File: config.mk
export PLATFORM = sky130hd
export DESIGN_NAME = rtu_frame_receiver_crc_check_unit_flat
export DESIGN_NICKNAME = d
export VERILOG_FILES = /design/src/sv/rtucrc_pkg.sv /design/src/sv/rtucrc_in_if.sv /design/src/sv/rtucrc_out_if.sv /design/src/sv/rtucrc_front.sv /design/src/sv/rtucrc_queue.sv /design/src/sv/rtucrc_back.sv /design/src/sv/rtu_frame_receiver_crc_check_unit.sv /design/src/flat_wrapper.sv
export SDC_FILE = /design/constraint.sdc
export NUM_CORES = 1
export LEC_CHECK = 0
export CAP_MARGIN = 10
export CELL_PAD_IN_SITES_DETAIL_PLACEMENT = 0
export CELL_PAD_IN_SITES_GLOBAL_PLACEMENT = 2
export CORE_AREA = 4 4 186 188
export DETAILED_ROUTE_END_ITERATION = 8
export DIE_AREA = 0 0 190 192
export DONT_BUFFER_PORTS = 1
export PLACE_DENSITY_LB_ADDON = 0.25
export SYNTH_ARGS = -nofsm -noshare
export SYNTH_HDL_FRONTEND = slang
export SYNTH_HIERARCHICAL = 1
export SYNTH_SLANG_ARGS = --single-unit
File: constraint.sdc
create_clock -name i_clk -period 8 [get_ports i_clk]
set_input_delay 0.8 -clock i_clk [delete_from_list [all_inputs] [get_ports i_clk]]
set_output_delay 0.8 -clock i_clk [all_outputs]
set_load 0.01 [all_outputs]
File: src/sv/rtucrc_pkg.sv
// ============================================================================
// rtucrc_pkg - shared types and constants of the RTU frame CRC check unit
// Holds the request and result formats, the internal job format, the
// CRC-16 byte update and the byte position and status codes.
// ============================================================================
package rtucrc_pkg;

    // Reflected CRC-16 used on RTU links.
    localparam logic [15:0] CRC_START = 16'hFFFF;
    localparam logic [15:0] CRC_POLY  = 16'hA001;

    // Function byte: top bit flags an exception reply.
    localparam int          EXC_BIT   = 7;

    // Byte positions within a frame; the counter saturates at POS_MAX.
    localparam logic [2:0]  POS_UNIT       = 3'd0;
    localparam logic [2:0]  POS_FUNC       = 3'd1;
    localparam logic [2:0]  POS_EXC        = 3'd2;
    localparam logic [2:0]  POS_FIRST_DATA = 3'd4;
    localparam logic [2:0]  POS_MAX        = 3'd5;

    // Frame status codes.
    localparam logic [1:0]  ST_OK      = 2'd0;
    localparam logic [1:0]  ST_SHORT   = 2'd1;
    localparam logic [1:0]  ST_CRC_BAD = 2'd2;

    // Result kinds.
    localparam logic        KIND_DATA   = 1'b0;
    localparam logic        KIND_STATUS = 1'b1;

    // Job queue between the front and back parts.
    localparam int QDEPTH = 4;
    localparam int QPTR_W = $clog2(QDEPTH);

    typedef logic [QPTR_W-1:0] t_qptr;
    typedef logic [QPTR_W:0]   t_qcnt;

    typedef struct packed {
        logic [7:0] frame_byte;
        logic       end_of_frame;
    } t_in_item;

    typedef struct packed {
        logic        item_kind;
        logic [7:0]  payload_byte;
        logic [1:0]  frame_status;
        logic [7:0]  unit_address;
        logic [6:0]  function_number;
        logic        exception_flag;
        logic [7:0]  exception_number;
        logic [15:0] received_check;
        logic [15:0] computed_check;
        logic        last_of_run;
    } t_out_item;

    // One classified request: an optional data byte and an optional status.
    typedef struct packed {
        logic        has_payload;
        logic        has_status;
        logic [7:0]  payload_byte;
        logic [1:0]  frame_status;
        logic [7:0]  unit_address;
        logic [6:0]  function_number;
        logic        exception_flag;
        logic [7:0]  exception_number;
        logic [15:0] received_check;
        logic [15:0] computed_check;
    } t_job;

    // Byte-wise update of the reflected CRC, eight shift steps unrolled.
    function automatic logic [15:0] crc_feed(logic [15:0] crc, logic [7:0] b);
        logic [15:0] c;
        c = crc ^ {8'h00, b};
        for (int k = 0; k < 8; k++) begin
            c = c[0] ? ((c >> 1) ^ CRC_POLY) : (c >> 1);
        end
        return c;
    endfunction

endpackage

File: src/sv/rtucrc_in_if.sv
// ============================================================================
// rtucrc_in_if - frame byte channel
// Valid/ready channel that carries one frame byte and its end mark.
// ============================================================================
interface rtucrc_in_if;
    logic                 valid;
    logic                 ready;
    rtucrc_pkg::t_in_item data;

    modport source (output valid, output data, input ready);
    modport sink   (input valid, input data, output ready);
endinterface

File: src/sv/rtucrc_out_if.sv
// ============================================================================
// rtucrc_out_if - result channel
// Valid/ready channel that carries data bytes and end-of-frame status.
// ============================================================================
interface rtucrc_out_if;
    logic                  valid;
    logic                  ready;
    rtucrc_pkg::t_out_item data;

    modport source (output valid, output data, input ready);
    modport sink   (input valid, input data, output ready);
endinterface

File: src/sv/rtucrc_front.sv
// ============================================================================
// rtucrc_front - frame tracking and classification
// Accepts frame bytes, runs the delay pair and the CRC, captures the header
// bytes and turns each request into a job for the back part.
// ============================================================================
module rtucrc_front (
    input  logic              i_clk,
    input  logic              i_rst_n,
    rtucrc_in_if.sink         i_in,
    input  logic              i_q_full,
    output logic              o_push,
    output rtucrc_pkg::t_job  o_job
);

    logic [15:0] r_crc,    n_crc;
    logic [7:0]  r_older,  n_older;
    logic [7:0]  r_newer,  n_newer;
    logic [2:0]  r_pos,    n_pos;
    logic [7:0]  r_unit,   n_unit;
    logic [7:0]  r_func,   n_func;
    logic [7:0]  r_exc,    n_exc;

    logic        w_acc;
    logic        w_eof;
    logic [7:0]  w_byte;
    logic [15:0] w_rx;

    assign i_in.ready = !i_q_full;
    assign w_acc      = i_in.valid && i_in.ready;
    assign w_eof      = i_in.data.end_of_frame;
    assign w_byte     = i_in.data.frame_byte;

    // Next state of the frame tracker and the job that this request makes.
    always_comb begin
        n_crc   = r_crc;
        n_older = r_older;
        n_newer = r_newer;
        n_pos   = r_pos;
        n_unit  = r_unit;
        n_func  = r_func;
        n_exc   = r_exc;
        o_push  = 1'b0;
        o_job   = '0;
        w_rx    = {w_byte, r_newer};

        if (w_acc) begin
            // The byte leaving the delay pair goes into the CRC.
            if (r_pos >= rtucrc_pkg::POS_EXC) begin
                n_crc = rtucrc_pkg::crc_feed(r_crc, r_older);
            end
            n_older = r_newer;
            n_newer = w_byte;

            if (r_pos == rtucrc_pkg::POS_UNIT) begin
                n_unit = w_byte;
            end
            if (r_pos == rtucrc_pkg::POS_FUNC) begin
                n_func = w_byte;
            end
            if (r_pos == rtucrc_pkg::POS_EXC) begin
                n_exc = w_byte;
            end
            if (r_pos < rtucrc_pkg::POS_MAX) begin
                n_pos = r_pos + 3'd1;
            end

            // Data bytes leave two bytes late, never for exception replies.
            o_job.has_payload  = (r_pos >= rtucrc_pkg::POS_FIRST_DATA) &&
                                 !r_func[rtucrc_pkg::EXC_BIT];
            o_job.payload_byte = r_older;

            // End of frame: build the status from the updated state.
            o_job.has_status       = w_eof;
            o_job.unit_address     = n_unit;
            o_job.function_number  = n_func[6:0];
            o_job.exception_flag   = n_func[rtucrc_pkg::EXC_BIT];
            o_job.exception_number = n_func[rtucrc_pkg::EXC_BIT] ? n_exc : 8'h00;
            o_job.received_check   = w_rx;
            o_job.computed_check   = n_crc;
            if (r_pos < rtucrc_pkg::POS_FIRST_DATA) begin
                o_job.frame_status = rtucrc_pkg::ST_SHORT;
            end else if (w_rx != n_crc) begin
                o_job.frame_status = rtucrc_pkg::ST_CRC_BAD;
            end else begin
                o_job.frame_status = rtucrc_pkg::ST_OK;
            end

            o_push = o_job.has_payload || w_eof;

            // A finished frame puts the tracker back to its start state.
            if (w_eof) begin
                n_crc   = rtucrc_pkg::CRC_START;
                n_older = 8'h00;
                n_newer = 8'h00;
                n_pos   = rtucrc_pkg::POS_UNIT;
                n_unit  = 8'h00;
                n_func  = 8'h00;
                n_exc   = 8'h00;
            end
        end
    end

    // Tracker registers.
    always_ff @(posedge i_clk) begin
        if (!i_rst_n) begin
            r_crc   <= rtucrc_pkg::CRC_START;
            r_older <= 8'h00;
            r_newer <= 8'h00;
            r_pos   <= rtucrc_pkg::POS_UNIT;
            r_unit  <= 8'h00;
            r_func  <= 8'h00;
            r_exc   <= 8'h00;
        end else begin
            r_crc   <= n_crc;
            r_older <= n_older;
            r_newer <= n_newer;
            r_pos   <= n_pos;
            r_unit  <= n_unit;
            r_func  <= n_func;
            r_exc   <= n_exc;
        end
    end

    // A frame end always returns the position counter to the start.
    a_eof_restart: assert property (@(posedge i_clk) disable iff (!i_rst_n)
        (w_acc && w_eof) |=> (r_pos == rtucrc_pkg::POS_UNIT))
        else $error("position counter not restarted after frame end");

    // The position counter saturates and never passes its top value.
    a_pos_range: assert property (@(posedge i_clk) disable iff (!i_rst_n)
        r_pos <= rtucrc_pkg::POS_MAX)
        else $error("position counter out of range");

endmodule

File: src/sv/rtucrc_queue.sv
// ============================================================================
// rtucrc_queue - job queue
// Short first-in first-out buffer of jobs between the front and back parts.
// ============================================================================
module rtucrc_queue (
    input  logic              i_clk,
    input  logic              i_rst_n,
    input  logic              i_push,
    input  rtucrc_pkg::t_job  i_push_job,
    input  logic              i_pop,
    output logic              o_full,
    output logic              o_head_valid,
    output rtucrc_pkg::t_job  o_head
);

    rtucrc_pkg::t_job  r_mem [rtucrc_pkg::QDEPTH];
    rtucrc_pkg::t_qptr r_wr_ptr, n_wr_ptr;
    rtucrc_pkg::t_qptr r_rd_ptr, n_rd_ptr;
    rtucrc_pkg::t_qcnt r_count,  n_count;

    assign o_full       = (r_count == rtucrc_pkg::t_qcnt'(rtucrc_pkg::QDEPTH));
    assign o_head_valid = (r_count != '0);
    assign o_head       = r_mem[r_rd_ptr];

    // Pointer and fill count update.
    always_comb begin
        n_wr_ptr = r_wr_ptr;
        n_rd_ptr = r_rd_ptr;
        n_count  = r_count;
        if (i_push) begin
            n_wr_ptr = r_wr_ptr + 1'b1;
        end
        if (i_pop) begin
            n_rd_ptr = r_rd_ptr + 1'b1;
        end
        if (i_push && !i_pop) begin
            n_count = r_count + 1'b1;
        end else if (!i_push && i_pop) begin
            n_count = r_count - 1'b1;
        end
    end

    always_ff @(posedge i_clk) begin
        if (!i_rst_n) begin
            r_wr_ptr <= '0;
            r_rd_ptr <= '0;
            r_count  <= '0;
        end else begin
            r_wr_ptr <= n_wr_ptr;
            r_rd_ptr <= n_rd_ptr;
            r_count  <= n_count;
        end
    end

    // Job storage.
    always_ff @(posedge i_clk) begin
        if (i_push) begin
            r_mem[r_wr_ptr] <= i_push_job;
        end
    end

    // The front part must hold off while the queue is full.
    a_no_overflow: assert property (@(posedge i_clk) disable iff (!i_rst_n)
        !(i_push && o_full))
        else $error("job pushed into a full queue");

    // The back part only takes jobs that are there.
    a_no_underflow: assert property (@(posedge i_clk) disable iff (!i_rst_n)
        i_pop |-> o_head_valid)
        else $error("job popped from an empty queue");

endmodule

File: src/sv/rtucrc_back.sv
// ============================================================================
// rtucrc_back - result issue
// Expands each job into its data and status results and drives them
// through the output register.
// ============================================================================
module rtucrc_back (
    input  logic              i_clk,
    input  logic              i_rst_n,
    input  logic              i_head_valid,
    input  rtucrc_pkg::t_job  i_head,
    output logic              o_pop,
    rtucrc_out_if.source      o_out
);

    logic                  r_out_valid, n_out_valid;
    rtucrc_pkg::t_out_item r_out_data,  n_out_data;
    logic                  r_done_pay,  n_done_pay;
    logic                  w_load;

    assign w_load      = !r_out_valid || o_out.ready;
    assign o_out.valid = r_out_valid;
    assign o_out.data  = r_out_data;

    // Pick the next result of the head job when the output register frees.
    always_comb begin
        n_out_valid = r_out_valid;
        n_out_data  = r_out_data;
        n_done_pay  = r_done_pay;
        o_pop       = 1'b0;

        if (w_load) begin
            n_out_valid = 1'b0;
            if (i_head_valid) begin
                n_out_valid = 1'b1;
                n_out_data  = '0;
                if (i_head.has_payload && !r_done_pay) begin
                    // Data byte first; a status in the same job follows.
                    n_out_data.item_kind    = rtucrc_pkg::KIND_DATA;
                    n_out_data.payload_byte = i_head.payload_byte;
                    n_out_data.last_of_run  = !i_head.has_status;
                    if (i_head.has_status) begin
                        n_done_pay = 1'b1;
                    end else begin
                        o_pop = 1'b1;
                    end
                end else begin
                    n_out_data.item_kind        = rtucrc_pkg::KIND_STATUS;
                    n_out_data.frame_status     = i_head.frame_status;
                    n_out_data.unit_address     = i_head.unit_address;
                    n_out_data.function_number  = i_head.function_number;
                    n_out_data.exception_flag   = i_head.exception_flag;
                    n_out_data.exception_number = i_head.exception_number;
                    n_out_data.received_check   = i_head.received_check;
                    n_out_data.computed_check   = i_head.computed_check;
                    n_out_data.last_of_run      = 1'b1;
                    n_done_pay                  = 1'b0;
                    o_pop                       = 1'b1;
                end
            end
        end
    end

    always_ff @(posedge i_clk) begin
        if (!i_rst_n) begin
            r_out_valid <= 1'b0;
            r_done_pay  <= 1'b0;
        end else begin
            r_out_valid <= n_out_valid;
            r_done_pay  <= n_done_pay;
        end
    end

    // Output payload register.
    always_ff @(posedge i_clk) begin
        r_out_data <= n_out_data;
    end

    // A half-issued job is still at the head and carries both results.
    a_split_job: assert property (@(posedge i_clk) disable iff (!i_rst_n)
        r_done_pay |-> (i_head_valid && i_head.has_payload && i_head.has_status))
        else $error("half-issued job lost from the queue head");

endmodule

File: src/sv/rtu_frame_receiver_crc_check_unit.sv
// ============================================================================
// rtu_frame_receiver_crc_check_unit - RTU frame receiver with CRC-16 check
// Strips the header and the check bytes of RTU frames and reports a status.
// ============================================================================
// Usage:
// Frame bytes enter on i_in, one request per byte, with end_of_frame set on
// the last byte. Results leave on o_out: data bytes from frame index 2 up to
// length minus 3 (none for exception replies), then one status request per
// frame with the header fields, both check values and ok, too short or CRC
// mismatch. On a CRC mismatch the data already sent must be discarded.
// A result passes through the job queue and then the output register before
// it can be taken; the status that follows a data byte on the same request
// is issued once that byte has been taken.
// Throughput: one byte per cycle while the job queue is not full. The single
// CRC byte update sits in the front part; the output register issues one
// result per cycle while o_out is ready, so the data byte and the status
// of a final byte leave in turn. A four-entry job queue lets the front
// keep accepting while o_out stalls; i_in.ready drops only when it is full.
// Reset (synchronous, active low) empties the queue and the output register
// and returns the CRC, delay pair and header capture to their start values.
// ============================================================================
module rtu_frame_receiver_crc_check_unit (
    input  logic          i_clk,
    input  logic          i_rst_n,
    rtucrc_in_if.sink     i_in,
    rtucrc_out_if.source  o_out
);

    logic              w_push;
    rtucrc_pkg::t_job  w_push_job;
    logic              w_pop;
    logic              w_full;
    logic              w_head_valid;
    rtucrc_pkg::t_job  w_head;

    // Front part: frame tracking and CRC.
    rtucrc_front u_front (
        .i_clk    (i_clk),
        .i_rst_n  (i_rst_n),
        .i_in     (i_in),
        .i_q_full (w_full),
        .o_push   (w_push),
        .o_job    (w_push_job)
    );

    // Job queue.
    rtucrc_queue u_queue (
        .i_clk        (i_clk),
        .i_rst_n      (i_rst_n),
        .i_push       (w_push),
        .i_push_job   (w_push_job),
        .i_pop        (w_pop),
        .o_full       (w_full),
        .o_head_valid (w_head_valid),
        .o_head       (w_head)
    );

    // Back part: result issue.
    rtucrc_back u_back (
        .i_clk        (i_clk),
        .i_rst_n      (i_rst_n),
        .i_head_valid (w_head_valid),
        .i_head       (w_head),
        .o_pop        (w_pop),
        .o_out        (o_out)
    );

endmodule

File: src/flat_wrapper.sv
// flat-port wrapper written by rule: the top's interface ports become plain ports
module rtu_frame_receiver_crc_check_unit_flat 
  (i_clk, i_rst_n, i_in_valid, i_in_data, i_in_ready, o_out_valid, o_out_data, o_out_ready);
  rtucrc_in_if i_in_i ();
  rtucrc_out_if o_out_i ();
  input  logic i_clk;
  input  logic i_rst_n;
  input wire logic [$bits(i_in_i.valid)-1:0] i_in_valid;
  input wire logic [$bits(i_in_i.data)-1:0] i_in_data;
  output wire logic [$bits(i_in_i.ready)-1:0] i_in_ready;
  output wire logic [$bits(o_out_i.valid)-1:0] o_out_valid;
  output wire logic [$bits(o_out_i.data)-1:0] o_out_data;
  input wire logic [$bits(o_out_i.ready)-1:0] o_out_ready;
  assign i_in_i.valid = i_in_valid;
  assign i_in_i.data = i_in_data;
  assign i_in_ready = i_in_i.ready;
  assign o_out_valid = o_out_i.valid;
  assign o_out_data = o_out_i.data;
  assign o_out_i.ready = o_out_ready;
  rtu_frame_receiver_crc_check_unit u_core (.i_clk(i_clk), .i_rst_n(i_rst_n), .i_in(i_in_i), .o_out(o_out_i));
endmodule
# After elaboration in Yosys (flattened, before gate mapping)
# Memory sizes are Yosys's and may differ from the RTL's. A register that Yosys moved wholly into a read port is not among the register bits.
# Index checks and enable logic that the tools add are counted.
# Widths: inputs -> output; s select.
# totals
regBits	136
ram_bits	272
input_bits	13
output_inout_bits	70
word_cells	108
memories	1
# classes
add_sub_neg	5
magnitude_cmp	4
eq_ne	5
n_mux	41
bitwise_logic	9
reduce_logical	21
# mem_list
name	depth	word_bits	rd	rd_clocked_by_memory_dff	write_ports	line_no	rtl
u_core.u_queue.r_mem	4	68	1	1	1	rtucrc_queue.sv:16	rtucrc_pkg::t_job r_mem [rtucrc_pkg::QDEPTH];
# op_table
operator	count
$mux 16	11
$mux 8	10
$mux 68	1
$not 2->3	8
$ne 16x16->1	1
$xor 16x8->16	1
$mux 3	4
$mux 1	11
$mux 2	4
$logic_not 1->1	7
$add 3x1->3 const B	2
$lt 3x3->1 const B	2
$logic_and 1x1->1	5
$add 2x1->2 const B	2
$reduce_and 2->1	2
$reduce_bool 2->1	2
$eq 3x1->1 const B	1
$eq 3x2->1 const B	1
$eq 3x3->1 const B	1
$ge 3x2->1 const B	1
$ge 3x3->1 const B	1
$logic_not 3->1	1
$reduce_and 3->1	1
$reduce_bool 3->1	1
3 further kinds	4

# Logic depth before layout (Yosys ltp)
# Gate-level depths: netlist of run 1.
# logic_depth
word_depth	23
mapped_depth	13
ltp_nobuf	10

# By module
# Netlist of run 1, hierarchy kept.
# modules_own_cells
module	instances	cells_per_inst	area_per_inst_um2	seq_area_each_um2
rtucrc_queue	1	399	10282.4	8348.0
rtucrc_front	1	449	3621.0	1181.1
rtucrc_back	1	155	2627.5	2082.0

# Worst setup path before layout of run 1
# Ideal clock, no wire load.
# synth_path
kind	input to register
start	input i_in_valid
end	memory u_core/u_queue/r_mem[0][0] (netlist name), enable pin
setup_time_ps	433
arrival_ps	3831
required_time_ps	7567
path_slack_ps	3736
cell_stages	6
path_buffers	2
cell_sequence	nor2b_1 clkbuf_1 clkbuf_1 nand2_1 o21ai_0 and2_1
# synth_between
elab_chain_len	4
# synth_lines
element	line_no	rtl
start: declaration	flat_wrapper.sv:8	input wire logic [$bits(i_in_i.valid)-1:0] i_in_valid;
$logic_and 1x1->1	rtucrc_front.sv:29	assign w_acc = i_in.valid && i_in.ready;
$mux 1	rtucrc_front.sv:46	if (w_acc) begin
named net u_core.w_push	rtu_frame_receiver_crc_check_unit.sv:29	logic w_push;
$mux 1	rtucrc_queue.sv:57	if (i_push) begin
$mux 1 (not written as such)	rtucrc_queue.sv:58	r_mem[r_wr_ptr] <= i_push_job;
end: declaration	rtucrc_queue.sv:16	
# The timed path passes the listed nets, and every way through them passes these cells.

==> results of run 1 <==
state kept, by name, summed over array words and instances, names as in the netlist, named ones only:
register	count
u_core/u_queue/r_mem	272
u_core/u_back/o_out.data	68
u_core/u_front/r_crc	16
u_core/u_front/r_exc	8
u_core/u_front/r_func	8
u_core/u_front/r_newer	8
u_core/u_front/r_older	8
u_core/u_front/r_unit	8
u_core/u_front/r_pos	3
u_core/u_queue/r_count	3
u_core/u_queue/r_rd_ptr	2
u_core/u_queue/r_wr_ptr	2
u_core/u_back/o_out.valid	1
u_core/u_back/r_done_pay	1
cell usage after synthesis (14+ instances only):
| library cell | n |
|---|---|
| nor3_1 | 20 |
| nor2_1 | 39 |
| clkbuf_1 | 38 |
| mux2i_1 | 25 |
| nand2_1 | 47 |
| mux4_2 | 68 |
| a21boi_0 | 14 |
| inv_1 | 17 |
| xnor2_1 | 28 |
| and2_1 | 89 |
| a21oi_1 | 32 |
| dfxtp_1 | 70 |
| nor2b_1 | 36 |
| edfxtp_1 | 340 |
worst register-to-register path: cells and delay by family (launching register included):
kind | cells | cell delay, ns
simple gates | 1 | 0.30
flops | 1 | 0.79
compound gates | 2 | 0.45
buf+inv | 3 | 0.89
mux | 1 | 0.67
fa+ha+maj | 2 | 0.39
xor+xnor | 1 | 0.08
layer usage:
| metal | vias up | wire, µm | GRT usage, % | share of wire [%] |
|---|---|---|---|---|
| met5 | - | 0 | 0 | 0 |
| met4 | 0 | 568 | 4.31 | 1.7 |
| met3 | 48 | 1260 | 2.89 | 3.8 |
| met2 | 170 | 16100 | 30.0 | 48 |
| met1 | 4157 | 15600 | 26.9 | 47 |
| li1 | 3765 | - | - | - |
path summary, 6_finish.rpt:
check / to / slack (ns) / cells past startpoint
worst max-delay path: u_core/u_queue/r_count[2] / 4.35 / 10
worst min-delay path: u_core/u_front/r_crc[15] / 0.36 / 1
worst max register to register: u_core/u_queue/r_count[2] / 4.35 / 10
worst min register to register: u_core/u_front/r_newer[2] / 0.50 / 2
metrics by stage:
step	total power [mW]	cell area, µm²	cells	utilization, %	worst slack [ns]
2_1_floorplan	3.82	16500	1003	-	3.74
3_5_place_dp	4.08	16800	1400	50.9	4.29
3_3_place_gp	4.07	16800	1400	50.9	4.27
6_report	6.03	18300	1478	55.3	4.35
4_1_cts	6.12	18300	1478	55.3	4.26
5_1_grt	6.33	18300	1478	55.3	4.00
cells by family after synthesis:
kind of cell | count (synthesis) | synth area share, %
AO/OA/AOI/OAI | 101 | 4.16
adder cells (fa/ha/maj) | 10 | 0.802
multiplexers | 94 | 10.9
flip-flops | 410 | 70.2
buffers and inverters | 80 | 2.49
XOR/XNOR | 42 | 2.58
AND/OR/NAND/NOR | 266 | 8.87
where the power goes:
part	leakage, nW	internal, mW	switching, mW
Sequential	3.71	2.74	0.262
Clock	0.711	1.23	0.791
Combinational	1.57	0.446	0.559
area by class of cell:
class,count,share of cell area (%)
clock buffers,58,6.64
clock inverters,20,1.33
inverters,18,0.369
multi-input cells,513,24.7
flip-flops and latches,410,63.4
well taps,448,3.06
repair buffers,11,0.451
==> impl_metrics.csv, run 1 <==
group,metric,value,unit
worst_setup_path,worst_setup_path_end_kind,"register",
clock_network,cts_made_buffers,43,
yosys,netlist.area_leader.share,61.8,%
placed_design,globalplace.congestion,0.823,
timing,rsz0062_at_grt,"no",
power_and_ir_drop,leakage,6.00,nW
yosys,synth.cell_area,16500,µm²
route,drc,0,
power_and_ir_drop,powerDensity,329,nW/µm²
timing,skew,0.0136,ns
yosys,synth_area_leaders,"edfxtp_1 (62%), mux4_2 (9.3%), dfxtp_1 (8.5%)",
timing,max_freq,274,MHz
worst_setup_path,timing_worst_setup_path_type,"register to register",
floorplanning,core_area,33100,µm²
floorplanning,die_w,190,µm
layout,final_common_cell,"edfxtp_1",
job,maxCapViolations,0,
route,routedWlPerCell,22.6,µm
yosys,syn_nets,1026,
floorplanning,die-area,36500,µm²
grt,grt_max_degree,60,
run_status,status,"finished clean",
clock_network,clk_latency,0.54,ns
placed_design,portBuffers,0,
worst_setup_path,path_max_fanout,37,
grt,grtUsageTotal,18.5,%
hold_path,min_from,"i_rst_n",
grt,grt_pass1_vias,8316,
grt,grt-ovfl-total,0,
yosys,synthDistinctLibCells,53,
timing,fin_hold_ws,0.365,ns
timing,slew_viol_final,0,
layout,area_growth,10.8,%
clock_network,cts_sinks,410,
floorplanning,fp-row-count,67,
yosys,synth_warnings,6,
timing,tns,0,ns
power_and_ir_drop,ir_worst_vdd,0.242,mV
floorplanning,start_util,49.9,%
worst_setup_path,cp_num_buf_inv,3,
yosys,ys_ff_latch,410,
route,routed_wl,33500,µm
floorplanning,die_height,192,µm
layout,n_antenna_cell,0,
timing,setup_viol_count_final,0,
layout,final_cell_mix,"edfxtp_1 (340), and2_1 (85), dfxtp_1 (68), mux4_2 (68), nand2_1 (46)",
hold_path,hp-class,"input pin to register",
floorplanning,ios,83,
clock_network,clockBufferDepth,3,
yosys,synth_edf_count,340,
yosys,synth_cells,1003,
clock_network,cts.repair.resized,0,
layout,nFillCells,2627,
timing,tightest_slew,1.21,ns
worst_setup_path,crit_family,"buffers and inverters",
layout,drive_above_1_share,16.2,%
clock_network,clockRootBuffer,"clkbuf_16",
route,drtIter0Drc,626,
layout,multi_input_area,4520,µm²
worst_setup_path,max_stage_delay,0.79,ns
grt,antenna_found_initial,1,
clock_network,hold_buffers,0,
yosys,synth_top_area_cell,"edfxtp_1",
placed_design,dpl.hpwl,20200,µm
clock_network,cts_tree,"built",
yosys,synth-main-ff-cell,"edfxtp_1",
yosys,async_flop_share,0,%
yosys,ys_seq_area_share,70.2,%
worst_setup_path,crit_path_start_kind,"register",
worst_setup_path,cp.arrival,4.11,ns
clock_network,post_cts.repair.setup_buffers,0,
clock_network,clk_transition_reported_paths,0.06,ns
timing,post-route-min-period,3.65,ns
route,antenna_left,0,
timing,layout_worst_path_cycle_share,45.6,%
route,drtPass1Iterations,5,
timing,hold_violations,0,
worst_setup_path,crit_chain,"buf_4 -> mux4_2 -> a21oi_1 -> inv_1 -> ha_1 -> inv_1 -> fa_1 -> xor2_1 -> or3_1 -> a21boi_0",
clock_network,htreeDepth,2,
worst_setup_path,crit_top_cell,"inv_1",
worst_setup_path,crit_path_top_delay_cell,"dfxtp_4",
yosys,avgSynthCellArea,16.5,µm²
grt,grt_pass1_wl,51400,µm
layout,fin_nets,1020,
worst_setup_path,required,8.46,ns
layout,seq_area,11600,µm²
timing,relSlewSlack,19.5,%
route,num_vias,8140,
route,vias_per_cell,5.51,
Note: power is estimated with default switching activity, not from simulation.
==> run 2, diff against run 1 <==
- ABC_AREA: unset -> 1
- CORE_AREA: 4 4 186 188 -> 4 4 207 209
- DIE_AREA: 0 0 190 192 -> 0 0 211 213
- clock period: 8 -> 3.55 ns (I/O delays scaled with it)
==> run 2 against run 1 <==
Against the previous run:
- maximum frequency increased by 30%
- first-iteration DRC count increased by 36%
- largest cell class unchanged
- sequential share of layout area fell by 2.2 points
- critical path type unchanged
- total power rose to 2.5 times the previous value
- synthesized cell count is 58% higher
==> impl_metrics.csv, run 2 <==
group,metric,value,unit
run_status,status,"finished clean",
power_and_ir_drop,powerDensity,794,nW/µm²
yosys,yosysMostFrequentCell,"edfxtp_1",
clock_network,clockBufferDepth,3,
route,routed_wl,42300,µm
clock_network,clockRootBuffer,"clkbuf_16",
timing,layout_worst_path_cycle_share,79.0,%
yosys,synth_edf_count,340,
timing,hold_violations,0,
power_and_ir_drop,power,15.1,mW
floorplanning,core_area,40800,µm²
timing,skew,0.0263,ns
worst_setup_path,r2r_cells,12,
placed_design,dpl.hpwl,26500,µm
floorplanning,ios,83,
worst_setup_path,timing_worst_setup_path_type,"register to register",
placed_design,globalplace.congestion,0.838,
worst_setup_path,path_max_fanout,25,
worst_setup_path,required,4.01,ns
floorplanning,die_height,213,µm
yosys,synth.cell_area,17100,µm²
layout,largest_reg_flops,272,
layout,area_growth,10.9,%
worst_setup_path,crit_chain,"inv_2 -> o21ai_0 -> o22ai_1 -> nand2_4 -> nor2_4 -> nor2_2 -> inv_1 -> ha_1 -> inv_1 -> fa_1 -> o21ai_0 -> nor2_1",
timing,rsz0062_at_grt,"no",
power_and_ir_drop,combPwrFrac,25.1,%
layout,fin_nets,1605,
route,drtPass1Iterations,5,
power_and_ir_drop,p_clk_share,29.3,%
clock_network,clk_latency,0.57,ns
yosys,ys_seq_area_share,67.8,%
clock_network,clk_transition_reported_paths,0.06,ns
worst_setup_path,r2r_setup_slack,0.74,ns
yosys,syn_nets,1612,
grt,antenna_found_initial,0,
floorplanning,start_util,41.9,%
hold_path,worstHoldPathCells,3,
worst_setup_path,crit_path_top_delay_cell,"dfxtp_2",
grt,grt_pass1_wl,64300,µm
clock_network,cts_tree,"built",
placed_design,placed_area,17600,µm²
yosys,synth_warnings,6,
worst_setup_path,max_stage_delay,0.70,ns
worst_setup_path,cp.arrival,3.27,ns
layout,drive_above_1_share,8.10,%
route,num_vias,10900,
yosys,avgSynthCellArea,10.8,µm²
yosys,synth_top_area_cell,"edfxtp_1",
grt,grt_max_degree,103,
power_and_ir_drop,p_seq_share,45.6,%
yosys,synthDistinctLibCells,36,
layout,stdcell_area,19000,µm²
power_and_ir_drop,sw_frac_of_total,34.4,%
placed_design,dp.cells,2065,
timing,tns,0,ns
yosys,synth_cells,1589,
timing,setup_viol_count_final,0,
route,vias_per_cell,5.09,
layout,stdcell_count,2149,
timing,worst_slack,0.744,ns
route,drtIter0Drc,854,
grt,grt-ovfl-total,0,
power_and_ir_drop,leakage,7.10,nW
grt,grt_pass1_vias,10500,
yosys,synth_area_leaders,"edfxtp_1 (60%), dfxtp_1 (8.2%), nand2_1 (5.9%)",
timing,max_freq,356,MHz
job,maxCapViolations,0,
yosys,async_flop_share,0,%
power_and_ir_drop,p_int,9.89,mW
clock_network,cts.repair.resized,0,
grt,grtUsageTotal,18.8,%
layout,top_register,"u_core/u_queue/r_mem",
layout,final_common_cell,"edfxtp_1",
placed_design,pre_cts_ws,0.752,ns
clock_network,cts_sinks,410,
placed_design,portBuffers,0,
timing,slew_viol_final,0,
clock_network,cts_made_buffers,45,
route,antenna_left,0,
route,drc,0,
yosys,yosys-top-cells-count,"edfxtp_1 (340), nand2_1 (271), nor2_1 (251), o21ai_0 (159), inv_1 (155)",
hold_path,hp-class,"input pin to register",
layout,final_cell_mix,"edfxtp_1 (340), nand2_1 (270), nor2_1 (251)",
worst_setup_path,r2r_end,"u_core/u_queue/r_count[1]",
worst_setup_path,crit_family,"flip-flops",
worst_setup_path,worst_setup_path_end_kind,"register",
route,routedWlPerCell,19.7,µm
layout,n_antenna_cell,0,
floorplanning,die_w,211,µm
power_and_ir_drop,ir_worst_vdd,0.484,mV
floorplanning,fp-row-count,74,
worst_setup_path,crit_path_end,"u_core/u_queue/r_count[1]",
worst_setup_path,crit_path_start_kind,"register",
yosys,ys_ff_latch,410,
floorplanning,die-area,44900,µm²
yosys,synth-main-ff-cell,"edfxtp_1",
power_and_ir_drop,p_switching,5.18,mW
yosys,netlist.area_leader.share,59.6,%
worst_setup_path,cp_num_buf_inv,3,
timing,relSlewSlack,27.7,%
timing,tightest_slew,1.08,ns
worst_setup_path,crit_cells,12,
timing,post-route-min-period,2.81,ns
clock_network,htreeDepth,2,
[run 2: cell types whose count changed in the layout (fill, tap and decap cells not counted), sizes merged, moves of 30 or more]
cell,delta
a21oi,+40
and2,-97
inv,+144
mux4,-68
nand2,+229
nand3,+37
nor2,+234
nor2b,-37
o21ai,+156
o22ai,+68
xnor2,-30
[run 2: stage by stage]
| step | hold slack (ns) | util (%) |
|---|---|---|
| final | 0.102 | 46.5 |
| after CTS | 0.0744 | 46.5 |
| after global routing | 0.108 | 46.5 |
| after floorplan | 0.412 | - |
| after detailed placement | 0.434 | 43.0 |
| after global placement | 0.439 | 43.0 |
[run 2: power groups by stage]
stage | clock network (mW) | registers, mW | logic [mW]
2_1_floorplan | 0 | 6.79 | 3.02
3_3_place_gp | 0 | 6.99 | 3.76
3_5_place_dp | 0 | 7.01 | 3.84
4_1_cts | 4.54 | 6.91 | 3.86
5_1_grt | 4.76 | 6.96 | 4.29
6_report | 4.41 | 6.88 | 3.79
[run 2: worst min path at each step]
stage                              endpoint  slack, ns                        from
global placement                   register       0.44  u_core/u_queue/r_rd_ptr[1]
CTS                 u_core/u_front/r_exc[7]       0.07                i_in_data[8]
global route        u_core/u_front/r_exc[7]       0.11                i_in_data[8]
finish              u_core/u_front/r_exc[3]       0.10                i_in_data[4]
floorplan                          register       0.41  u_core/u_queue/r_rd_ptr[1]
detailed placement                 register       0.43  u_core/u_queue/r_rd_ptr[1]
[run 2: final cells by class]
class / instances / area (µm²)
repair buffers: 25 / 255
multi-input cells: 932 / 4400
flip-flops and latches: 410 / 11600
clock inverters: 24 / 181
clock buffers: 58 / 1220
well taps: 532 / 666
fillers: 3792 / 21900
inverters: 168 / 639
[run 2: cell families (layout without fill, tap and decap cells)]
logic type | count (synthesis) | in the layout | share of synthesized area [%]
and+or+nand+nor | 593 | 593 | 14.4
adders and majority gates | 10 | 10 | 0.775
AOI/OAI and AO/OA | 329 | 329 | 10.5
DFF | 410 | 410 | 67.8
buffers and inverters | 247 | 275 | 6.50
[run 2: routing by layer]
layer / wire (µm) / global-route usage, % / share of wire (%) / up-vias
li1: - / - / - / 5380
met4: 870 / 5.59 / 2.1 / 0
met1: 20000 / 27.8 / 47 / 5204
met3: 2620 / 3.70 / 6.2 / 53
met2: 18800 / 28.2 / 45 / 302
met5: 0 / 0 / 0 / -
[run 2: tightest hold or removal path: stages]
cell	delay, ns
o21a_1	0.12
nand2_1	0.05
a21oi_1	0.10
[run 2: repair_timing]
action / CTS / global route
setup buffers: 0 / 0
setup endpoints to repair: 0 / 0
hold buffers: 2 / 0
hold endpoints to repair: 11 / 0
